--- config.mk ---
export PLATFORM = sky130hd
export DESIGN_NAME = sha1_message_digest
export DESIGN_NICKNAME = d
export VERILOG_FILES = /design/src/design/sha1_pkg.sv /design/src/design/sha1_queue.sv /design/src/design/sha1_engine.sv /design/src/design/sha1_message_digest.sv
export SDC_FILE = /design/constraint.sdc
export NUM_CORES = 2
export LEC_CHECK = 0
export BUFFER_PORTS_ARGS = -buffer_cell sky130_fd_sc_hd__buf_2
export CAP_MARGIN = 0
export CORE_ASPECT_RATIO = 0.9
export CORE_MARGIN = 2
export CORE_UTILIZATION = 40
export DETAILED_ROUTE_END_ITERATION = 10
export GPL_TIMING_DRIVEN = 1
export SYNTH_ARGS = -nofsm -noshare
export SYNTH_HDL_FRONTEND = slang
export SYNTH_SLANG_ARGS = --single-unit
--- constraint.sdc ---
create_clock -name clock -period 13.1 [get_ports clock]
set_input_delay 0 -clock clock [delete_from_list [all_inputs] [get_ports clock]]
set_output_delay 0 -clock clock [all_outputs]
set_load 0.01 [all_outputs]
--- src/design/sha1_pkg.sv ---
// Shared types and constants for the SHA-1 digest block.
package sha1_pkg;

   typedef struct packed {
      logic [7:0] data_byte;
      logic       byte_present;
      logic       message_end;
   } req_item_type;

   typedef struct packed {
      logic [31:0] digest_word;
      logic [2:0]  word_index;
      logic        last_word;
   } rsp_item_type;

   // Byte command passed from the front part to the compression engine.
   typedef struct packed {
      logic [7:0] data_byte;
      logic       byte_present;
      logic       message_end;
   } cmd_type;

   typedef enum logic [2:0] {
      ST_IDLE,
      ST_PAD,
      ST_ROUND,
      ST_FOLD,
      ST_EMIT
   } eng_state_type;

   localparam logic [31:0] H_INIT0 = 32'h67452301;
   localparam logic [31:0] H_INIT1 = 32'hEFCDAB89;
   localparam logic [31:0] H_INIT2 = 32'h98BADCFE;
   localparam logic [31:0] H_INIT3 = 32'h10325476;
   localparam logic [31:0] H_INIT4 = 32'hC3D2E1F0;
   localparam logic [31:0] K0 = 32'h5A827999;
   localparam logic [31:0] K1 = 32'h6ED9EBA1;
   localparam logic [31:0] K2 = 32'h8F1BBCDC;
   localparam logic [31:0] K3 = 32'hCA62C1D6;
   localparam logic [7:0]  PAD_BYTE = 8'h80;
   localparam logic [6:0]  ROUNDS = 7'd80;

   function automatic logic [31:0] rotl(input logic [31:0] x, input int n);
      rotl = (x << n) | (x >> (32 - n));
   endfunction

endpackage

--- src/design/sha1_queue.sv ---
// Short item queue between the input side and the compression engine.
module sha1_queue
   import sha1_pkg::*;
(
   input  logic    clock,
   input  logic    reset,
   input  logic    in_valid,
   output logic    in_stall,
   input  cmd_type in_cmd,
   output logic    out_valid,
   input  logic    out_take,
   output cmd_type out_cmd
);
   cmd_type     mem_ff [4];
   logic [1:0]  wr_ff, rd_ff;
   logic [2:0]  cnt_ff;
   logic        push, pop;

   assign in_stall  = (cnt_ff == 3'd4);
   assign out_valid = (cnt_ff != 3'd0);
   assign out_cmd   = mem_ff[rd_ff];
   assign push      = in_valid && !in_stall;
   assign pop       = out_valid && out_take;

   always_ff @(posedge clock) begin
      if (push) mem_ff[wr_ff] <= in_cmd;
      if (reset) begin
         wr_ff  <= '0;
         rd_ff  <= '0;
         cnt_ff <= '0;
      end else begin
         if (push) wr_ff <= wr_ff + 2'd1;
         if (pop)  rd_ff <= rd_ff + 2'd1;
         cnt_ff <= cnt_ff + {2'b0, push} - {2'b0, pop};
      end
   end
endmodule

--- src/design/sha1_engine.sv ---
// Block packing, padding, 80-round compression and digest output.
module sha1_engine
   import sha1_pkg::*;
(
   input  logic         clock,
   input  logic         reset,
   input  logic         cmd_valid,
   output logic         cmd_take,
   input  cmd_type      cmd,
   output logic         rsp_valid,
   input  logic         rsp_stall,
   output rsp_item_type rsp_item
);
   eng_state_type state_ff, state_in;
   logic [31:0] w_ff [16];
   logic [31:0] h_ff [5];
   logic [31:0] a_ff, b_ff, c_ff, d_ff, e_ff;
   logic [63:0] len_ff;
   logic [5:0]  pos_ff;
   logic [6:0]  rnd_ff;
   logic        fin_ff;   // compressing the final block of a message
   logic        lenblk_ff; // padding must end with a length-only block
   logic [2:0]  idx_ff;
   logic        pend_end_ff;

   logic [31:0] f, k, t, wnew;
   logic        start_rnd, put, put_last;
   logic [7:0]  put_byte;

   always_comb begin
      if (rnd_ff < 7'd20) begin
         f = (b_ff & c_ff) | (~b_ff & d_ff); k = K0;
      end else if (rnd_ff < 7'd40) begin
         f = b_ff ^ c_ff ^ d_ff; k = K1;
      end else if (rnd_ff < 7'd60) begin
         f = (b_ff & c_ff) | (b_ff & d_ff) | (c_ff & d_ff); k = K2;
      end else begin
         f = b_ff ^ c_ff ^ d_ff; k = K3;
      end
      t    = rotl(a_ff, 5) + f + e_ff + w_ff[0] + k;
      wnew = rotl(w_ff[13] ^ w_ff[8] ^ w_ff[2] ^ w_ff[0], 1);
   end

   always_ff @(posedge clock) begin
      if (reset) state_ff <= ST_IDLE;
      else       state_ff <= state_in;
   end

   always_comb begin
      state_in  = state_ff;
      cmd_take  = 1'b0;
      start_rnd = 1'b0;
      put       = 1'b0;
      put_last  = 1'b0;
      put_byte  = cmd.data_byte;
      case (state_ff)
         ST_IDLE: if (cmd_valid) begin
            cmd_take = 1'b1;
            if (cmd.byte_present) begin
               put = 1'b1;
               if (pos_ff == 6'd63) begin
                  start_rnd = 1'b1; state_in = ST_ROUND;
               end else if (cmd.message_end) state_in = ST_PAD;
            end else if (cmd.message_end) state_in = ST_PAD;
         end
         ST_PAD: begin
            // first pad step writes 0x80, then zeros; length lands at byte 56
            put = 1'b1;
            put_byte = lenblk_ff ? 8'h00 : PAD_BYTE;
            if (pos_ff == 6'd55 && lenblk_ff) begin
               put_last = 1'b1; start_rnd = 1'b1; state_in = ST_ROUND;
            end else if (pos_ff == 6'd63) begin
               start_rnd = 1'b1; state_in = ST_ROUND;
            end else if (pos_ff == 6'd55) begin
               put_last = 1'b1; start_rnd = 1'b1; state_in = ST_ROUND;
            end
         end
         ST_ROUND: if (rnd_ff == ROUNDS - 7'd1) state_in = ST_FOLD;
         ST_FOLD: begin
            if (fin_ff) state_in = ST_EMIT;
            else if (lenblk_ff || pend_end_ff) state_in = ST_PAD;
            else state_in = ST_IDLE;
         end
         ST_EMIT: if (!rsp_stall && idx_ff == 3'd4) state_in = ST_IDLE;
         default: state_in = ST_IDLE;
      endcase
   end

   assign rsp_valid = (state_ff == ST_EMIT);
   always_comb begin
      rsp_item.digest_word = h_ff[0];
      rsp_item.word_index  = idx_ff;
      rsp_item.last_word   = (idx_ff == 3'd4);
   end

   always_ff @(posedge clock) begin
      if (put) begin
         w_ff[pos_ff[5:2]] <= (pos_ff[1:0] == 2'd0)
            ? {put_byte, 24'h0}
            : (w_ff[pos_ff[5:2]] | ({24'h0, put_byte} << ((3 - pos_ff[1:0]) * 8)));
      end
      if (put_last) begin
         w_ff[14] <= len_ff[63:32];
         w_ff[15] <= len_ff[31:0];
      end
      if (state_ff == ST_ROUND) begin
         for (int i = 0; i < 15; i++) w_ff[i] <= w_ff[i + 1];
         w_ff[15] <= wnew;
         e_ff <= d_ff; d_ff <= c_ff; c_ff <= rotl(b_ff, 30);
         b_ff <= a_ff; a_ff <= t;
      end
      if (start_rnd) begin
         a_ff <= h_ff[0]; b_ff <= h_ff[1]; c_ff <= h_ff[2];
         d_ff <= h_ff[3]; e_ff <= h_ff[4];
      end
      if (reset) begin
         h_ff[0] <= H_INIT0; h_ff[1] <= H_INIT1; h_ff[2] <= H_INIT2;
         h_ff[3] <= H_INIT3; h_ff[4] <= H_INIT4;
         len_ff <= '0; pos_ff <= '0; rnd_ff <= '0;
         fin_ff <= 1'b0; lenblk_ff <= 1'b0; idx_ff <= '0;
      end else begin
         if (state_ff == ST_IDLE && cmd_valid && cmd.byte_present)
            len_ff <= len_ff + 64'd8;
         if (put) pos_ff <= pos_ff + 6'd1;
         if (put_last) pos_ff <= '0;
         if (start_rnd) rnd_ff <= '0;
         else if (state_ff == ST_ROUND) rnd_ff <= rnd_ff + 7'd1;
         if (state_ff == ST_IDLE && cmd_valid && cmd.message_end)
            lenblk_ff <= 1'b0;
         if (state_ff == ST_IDLE && cmd_valid)
            fin_ff <= 1'b0;
         if (state_ff == ST_PAD) begin
            lenblk_ff <= 1'b1;
            if (put_last) fin_ff <= 1'b1;
         end
         // a full data block on an end item still has to be padded
         if (state_ff == ST_IDLE && cmd_valid && cmd.message_end &&
             cmd.byte_present && pos_ff == 6'd63)
            fin_ff <= 1'b0;
         if (state_ff == ST_FOLD) begin
            h_ff[0] <= h_ff[0] + a_ff; h_ff[1] <= h_ff[1] + b_ff;
            h_ff[2] <= h_ff[2] + c_ff; h_ff[3] <= h_ff[3] + d_ff;
            h_ff[4] <= h_ff[4] + e_ff;
            idx_ff <= '0;
         end
         if (state_ff == ST_EMIT && !rsp_stall) begin
            idx_ff <= idx_ff + 3'd1;
            for (int i = 0; i < 4; i++) h_ff[i] <= h_ff[i + 1];
            h_ff[4] <= h_ff[0];
            if (idx_ff == 3'd4) begin
               h_ff[0] <= H_INIT0; h_ff[1] <= H_INIT1; h_ff[2] <= H_INIT2;
               h_ff[3] <= H_INIT3; h_ff[4] <= H_INIT4;
               len_ff <= '0; pos_ff <= '0; lenblk_ff <= 1'b0;
            end
         end
      end
   end

   // an end item whose byte filled a block resumes padding after the fold
   always_ff @(posedge clock) begin
      if (reset) pend_end_ff <= 1'b0;
      else if (state_ff == ST_IDLE && cmd_valid)
         pend_end_ff <= cmd.message_end && cmd.byte_present && pos_ff == 6'd63;
      else if (state_ff == ST_FOLD) pend_end_ff <= 1'b0;
   end
endmodule

--- src/design/sha1_message_digest.sv ---
// SHA-1 digest over a byte stream: item queue in front, compression engine behind.
// A byte that fills a block loads the working words, then runs 80 rounds and a fold;
// other bytes are only packed into the block. An end item adds one or two padded
// blocks, each of pad steps, 80 rounds and a fold, then five result items, one per
// cycle while rsp_stall is low. With its single round unit the engine takes no new
// bytes while it compresses a block.
// Synchronous reset restores the initial chaining words and empties the queue.
module sha1_message_digest
   import sha1_pkg::*;
(
   input  logic         clock,
   input  logic         reset,
   input  logic         req_valid,
   output logic         req_stall,
   input  req_item_type req_item,
   output logic         rsp_valid,
   input  logic         rsp_stall,
   output rsp_item_type rsp_item
);
   logic    q_valid, q_take;
   cmd_type q_cmd, in_cmd;

   always_comb begin
      in_cmd.data_byte    = req_item.data_byte;
      in_cmd.byte_present = req_item.byte_present;
      in_cmd.message_end  = req_item.message_end;
   end

   sha1_queue u_queue (
      .clock, .reset,
      .in_valid(req_valid), .in_stall(req_stall), .in_cmd(in_cmd),
      .out_valid(q_valid), .out_take(q_take), .out_cmd(q_cmd)
   );

   sha1_engine u_engine (
      .clock, .reset,
      .cmd_valid(q_valid), .cmd_take(q_take), .cmd(q_cmd),
      .rsp_valid, .rsp_stall, .rsp_item
   );
endmodule
# After elaboration in Yosys (flattened, before gate mapping)

Memory sizes are Yosys's and may differ from the RTL's. A register that Yosys moved wholly into a read port is not among the register bits.
Index checks and enable logic that the tools add are counted.

Output and inout bits: 38
Memories kept: 3
Memory bits (writable): 712
Word-level logic and storage cells: 220
Flip-flop bits (word level): 253

Bitwise gates (word level): 34
Shifts and indexed selects: 1
$lt $le $gt $ge: 3
Mux-type cells: 107
Reductions and logical operators: 25
Add/sub/neg operators: 18
Eq/ne operators: 13

Memories:

| memory         | words | width | rd ports | clocked after Yosys merged registers in | write ports | RTL line          | RTL |
|---|---|---|---|---|---|---|---|
| u_engine.w_ff  | 16    | 32    | 17       | 1                                       | 16          | sha1_engine.sv:15 | `logic [31:0] w_ff [16];` |
| u_engine.h_ff  | 5     | 32    | 5        | 0                                       | 5           | sha1_engine.sv:16 | `logic [31:0] h_ff [5];` |
| u_queue.mem_ff | 4     | 10    | 1        | 1                                       | 1           | sha1_queue.sv:14  | `cmd_type mem_ff [4];` |

Operators by type and width:

| operator                                                                      | number |
|---|---|
| 32-bit 2-to-1 mux                                                             | 34 |
| 32-bit adder                                                                  | 9 |
| 64-bit 2-to-1 mux                                                             | 3 |
| 32-bit XOR                                                                    | 5 |
| 32-bit AND                                                                    | 4 |
| 32-bit bitwise OR                                                             | 4 |
| 64-bit by 4-bit adder with 64-bit output (second input constant)              | 1 |
| 1-bit 2-to-1 mux                                                              | 44 |
| 3-bit 2-to-1 mux                                                              | 12 |
| 32-bit NOT                                                                    | 1 |
| 32-bit by 1-bit bitwise OR with 32-bit output                                 | 1 |
| 32-bit by 30-bit bitwise OR with 32-bit output                                | 1 |
| 32-bit by 5-bit bitwise OR with 32-bit output                                 | 1 |
| 32-bit OR reduction                                                           | 1 |
| 8-bit by 32-bit left shift with 32-bit output                                 | 1 |
| 31-bit 2-to-1 mux                                                             | 1 |
| 6-bit 2-to-1 mux                                                              | 4 |
| 1-bit bitwise OR                                                              | 17 |
| 8-bit 2-to-1 mux                                                              | 2 |
| 3-bit case mux with 5 select lines                                            | 1 |
| 7-bit by 6-bit less-than comparator with 1-bit output (second input constant) | 2 |
| 6-bit equality test (second input constant)                                   | 2 |
| 1-bit logical AND                                                             | 12 |
| 3-bit equality test (second input constant)                                   | 3 |
| other kinds (24)                                                              | 35 |

# Longest topological paths before layout

Depth after elaboration: 12
Depth in mapped cells: 27
Mapped depth without buffers: 25

# By module

A second synthesis with hierarchy kept.

Cell total of the unflattened synthesis: 5212
Area total of the unflattened synthesis: 56835.8 µm²

Modules (own cells, without submodules):

| module      | cells each | times used | area each (µm²) | seq. area each (µm²) |
|---|---|---|---|---|
| sha1_engine | 5111       | 1          | 54920.2         | 25044.0 |
| sha1_queue  | 101        | 1          | 1915.6          | 1381.3 |

# Worst setup path before layout

No wires, ideal clock.

Path kind: reg-to-reg
From: reg with a tool-made name
To: reg u_engine.a_ff[0], enable pin
Cell stages (with the launch flop): 11
Path buffers: 4
Path slack: 6.964 ns
Data required time: 11.778 ns
Data arrival time: 4.814 ns
Cells stage by stage: dfxtp_1 > buf_6 > mux4_2 > and3_1 > buf_2 > nand2_1 > nand2_1 > nand2_1 > clkbuf_1 > clkbuf_1 > nand2_1

RTL lines:

| what                 | RTL line           | RTL |
|---|---|---|
| end signal, assigned | sha1_engine.sv:113 | `a_ff <= h_ff[0]; b_ff <= h_ff[1]; c_ff <= h_ff[2];` |
| end, declared        | sha1_engine.sv:17  | `logic [31:0] a_ff, b_ff, c_ff, d_ff, e_ff;` |

# Worst setup path in the final report

From: reg u_engine.rnd_ff[4]
To: reg u_engine.a_ff[26] (data pin)

Longest elaborated chain between the ends: 10
Elaborated cells between the ends (all ways): 15

Ends and longest elaborated chain:

| what                                                  | RTL line           | RTL |
|---|---|---|
| start, declared                                       | sha1_engine.sv:20  | `logic [6:0] rnd_ff;` |
| start signal, assigned                                | sha1_engine.sv:127 | `else if (state_ff == ST_ROUND) rnd_ff <= rnd_ff + 7'd1;` |
| 7-bit by 6-bit less-than comparator with 1-bit output | sha1_engine.sv:35  | `end else if (rnd_ff < 7'd60) begin` |
| 32-bit 2-to-1 mux                                     | sha1_engine.sv:35  |  |
| 32-bit 2-to-1 mux                                     | sha1_engine.sv:33  | `end else if (rnd_ff < 7'd40) begin` |
| 32-bit 2-to-1 mux                                     | sha1_engine.sv:31  | `if (rnd_ff < 7'd20) begin` |
| 32-bit adder (3 in a row)                             | sha1_engine.sv:40  | `t = rotl(a_ff, 5) + f + e_ff + w_ff[0] + k;` |
| 32-bit adder (*)                                      | sha1_engine.sv:40  |  |
| 32-bit 2-to-1 mux (*)                                 | sha1_engine.sv:106 | `if (state_ff == ST_ROUND) begin` |
| 32-bit 2-to-1 mux (*)                                 | sha1_engine.sv:112 | `if (start_rnd) begin` |

Mark *: on every way between the ends. The rest lies on a longest branch, timed or not. The select of a mux whose other input is x is not followed.
A chain may end at the register's enable or synchronous reset.

==> metrics.csv <==
metric,value,unit
status,completed,
arrival,8.26,ns
hold_class,primary input to flop,
seqCellArea,26440,um^2
power.total,16.05,mW
syn_area_per_cell,11.00,um^2
detail-route-antenna-nets,0,
antenna_found_initial,1,
core_area,141300,um^2
cts.sinks,964,
route.detailed.drc,0,
ir_worst_vdd,0.0002203,V
syn_nets,5501,
crit_type,flop to flop,
setup_viol,0,
worstPathCellList,a41oi_1 -> nand2_1 -> inv_1 -> a222oi_1 -> fa_1 -> inv_1 -> fa_1 -> inv_1 -> fa_1 -> inv_1 -> ha_1 -> a211o_1 -> o211ai_1 -> nand2_1 -> a221o_1 -> a211oi_2 -> o21ai_1 -> a31oi_2 -> o21ai_0 -> a211oi_1 -> o31ai_1,
path_depth,21,
dr.pass1.iters,7,
worst_setup_path_start_kind,flop,
power.density,256.9,nW/um^2
rsz0062_at_grt,false,
fmax,0.1280,GHz
cts_max_level,3,
cts_tree,built,
initial_core_util,0.4015,
max-cap-violations,0,
cp_slowest_cell,inv_1,
synth_top_area_frac,0.3769,
clk_pin_slew,0.06,ns
grt-ovfl-total,0,
die_x,401.0,um
crit_family,compound AO/OA/AOI/OAI gates,
grt_max_degree,179,
use_met1,0.3613,
r2r_cells,21,
slowest_delay,0.91,ns
gr-usage-met3,0.03899,
endpoint_kind,flop,
routed_via_density,6.022,
clk_path_buf_depth,3,
layout.nets,5425,
rows,131,
holdWs,0.1008,ns
cts_resized,0,
layout-drive-gt1-share,0.1017,
cts_root_buffer,clkbuf_16,
clk_latency,0.75,ns
synthDistinctLibCells,89,
yosysTopAreaCell,edfxtp_1,
fillers,13124,
grt_use_total,0.2484,
die_h,361.3,um
worst_slew_pin_slew,1.233,ns
wirelength,182.2,mm
synth_seq_area_share,0.4659,
first_global_vias,40957,
tns,0,ns
timing.final.hold_violations,0,
ios,52,
stdcell_count,7036,
relSlewSlack,0.1750,
yosysWarnings,0,
synth_edf_count,712,
async_reset_ff_frac,0,
drt_iter0_drc,4921,
path_max_fanout,20,
synthCells,5155,
fin_skew,0.04532,ns
wl_per_cell,25.89,um
syn_area,56720,um^2
grt_util_met2,0.3803,
leakage,25.93,nW
required,13.55,ns
finalCritPeriodShare,0.5964,
crit_top_cell,inv_1,
synthTopCellsByArea,"edfxtp_1 38%, dfxtp_1 8.9%, mux4_2 6.4%",
period_needed,7.813,ns
slew_viol_final,0,
grt_pass1_wl,272.5,mm
path_buf_inv,4,
io_buffers,51,
area_delta_synth_final,10.12,%
multi_input_area,28330,um^2
place_hpwl,121.4,mm
ys.flop_type,edfxtp_1,
dieArea,144800,um^2
gp_congestion,0.9299,
vias,42370,
cts_buffers,106,
holdPathStages,3,
grt_busiest_layer,met2,
dp.cells,6811,
ys_seq_elements,964,
[layout by cell type, fill, tap and decap left out, types with 102 or more instances in the layout]
master,Yosys,final
a22oi_1,102,102
edfxtp_1,712,712
ha_1,212,212
inv_1,219,219
dfxtp_1,252,248
nand2_1,644,639
o21a_1,115,115
fa_1,120,120
nor2_1,323,316
o21ai_0,219,203
xnor2_1,178,178
xor2_1,141,141
a21o_1,482,482
a21oi_1,247,245
clkbuf_16,0,107
mux4_2,161,161
[final timing paths]
path	end	start	slack [ns]
setup / recovery	u_engine.a_ff[26]$_DFFE_PP_	u_engine.rnd_ff[4]$_SDFFE_PP0P_	5.29
hold / removal	u_engine.state_ff[2]$_SDFFE_PP0P_	rsp_stall	0.10
setup reg to reg	u_engine.a_ff[26]$_DFFE_PP_	u_engine.rnd_ff[4]$_SDFFE_PP0P_	5.29
hold reg to reg	u_engine.fin_ff$_SDFF_PP0_	u_engine.fin_ff$_SDFF_PP0_	0.49
[final cells by class]
type / instances / area share
multi-input combinational: 3645 / 0.4535
sequential: 964 / 0.4232
clock buffer: 155 / 0.04783
tap: 1862 / 0.03730
timing repair buffer: 141 / 0.01598
inverter: 221 / 0.01328
clock inverter: 47 / 0.008873
antenna: 1 / 0.00004006
[state kept, by name (all words and copies together), names as in the netlist, named ones only]
signal and flops:
u_engine.c_ff 32, u_engine.d_ff 32, u_engine.h_ff 160, u_engine.rnd_ff 7
u_engine.e_ff 32, u_engine.b_ff 32, u_engine.idx_ff 3, u_queue.rd_ff 2
u_engine.pend_end_ff 1, u_engine.pos_ff 6, u_engine.state_ff 3, u_engine.len_ff 61
u_engine.lenblk_ff 1, u_engine.a_ff 32, u_queue.wr_ff 2, u_engine.w_ff 512
u_queue.mem_ff 40, u_queue.cnt_ff 3, u_engine.fin_ff 1
[metrics by stage]
stage / cell area (um^2) / util / setup WS [ns]
detailed placement: 58700 / 0.4155 / 5.409
global placement: 58700 / 0.4155 / 5.492
global route: 62460 / 0.4421 / 4.852
finish: 62470 / 0.4421 / 5.287
floorplan: 56720 / - / 6.964
CTS: 62460 / 0.4421 / 5.379
[cell families after synthesis]
family / share of synthesized area
simple gates: 0.09860
xor+xnor: 0.04925
buf+inv: 0.04019
compound gates: 0.1796
flops: 0.4659
mux: 0.07742
fa+ha+maj: 0.08911
[cells in the mapped netlist, types with 12 or more instances]
cell and count:
a211oi_1 28, a21o_1 482, a21oi_1 247, a221o_1 19, a222oi_1 42, a22oi_1 102
a31oi_1 16, and2_1 12, and3_1 23, buf_1 16, buf_2 75, buf_4 32
clkbuf_1 199, dfxtp_1 252, edfxtp_1 712, fa_1 120, ha_1 212, inv_1 219
mux2i_1 45, mux4_2 161, nand2_1 644, nand2b_1 47, nand3_1 64, nand4_1 24
nor2_1 323, nor2b_1 24, nor3_1 38, o211ai_1 16, o21a_1 115, o21ai_0 219
o21bai_1 22, o221ai_1 13, o22ai_1 76, or3_1 26, xnor2_1 178, xor2_1 141
[worst register-to-register path, stage by stage, from the launching register on]
cell and delay [ns]:
dfxtp_1 0.36, a41oi_1 0.68, nand2_1 0.88, inv_1 0.92, a222oi_1 0.30, fa_1 0.55
inv_1 0.05, fa_1 0.49, inv_1 0.05, fa_1 0.52, inv_1 0.06, ha_1 0.29
a211o_1 0.30, o211ai_1 0.15, nand2_1 0.13, a221o_1 0.40, a211oi_2 0.32, o21ai_1 0.19
a31oi_2 0.37, o21ai_0 0.16, a211oi_1 0.28, o31ai_1 0.10
[what timing repair did]
item	in CTS	in global routing
hold buffers	22	0
buffers inserted	0	0
hold endpoints to repair	58	0
[power by group]
group	switching, mW	leakage [nW]	total (mW)	internal (mW)
combinational	4.55	15.6	7.82	3.28
clock	1.34	1.72	3.09	1.75
sequential	0.584	8.62	5.13	4.55
total	6.47	25.9	16.1	9.58
[per-layer routing]
layer / routed length [um] / share of wire
met1: 80550 / 0.44
met3: 14480 / 0.080
met4: 5960 / 0.033
met5: 18 / 0.000099
met2: 81160 / 0.45
No activity file was read; power rests on OpenSTA's default activity.
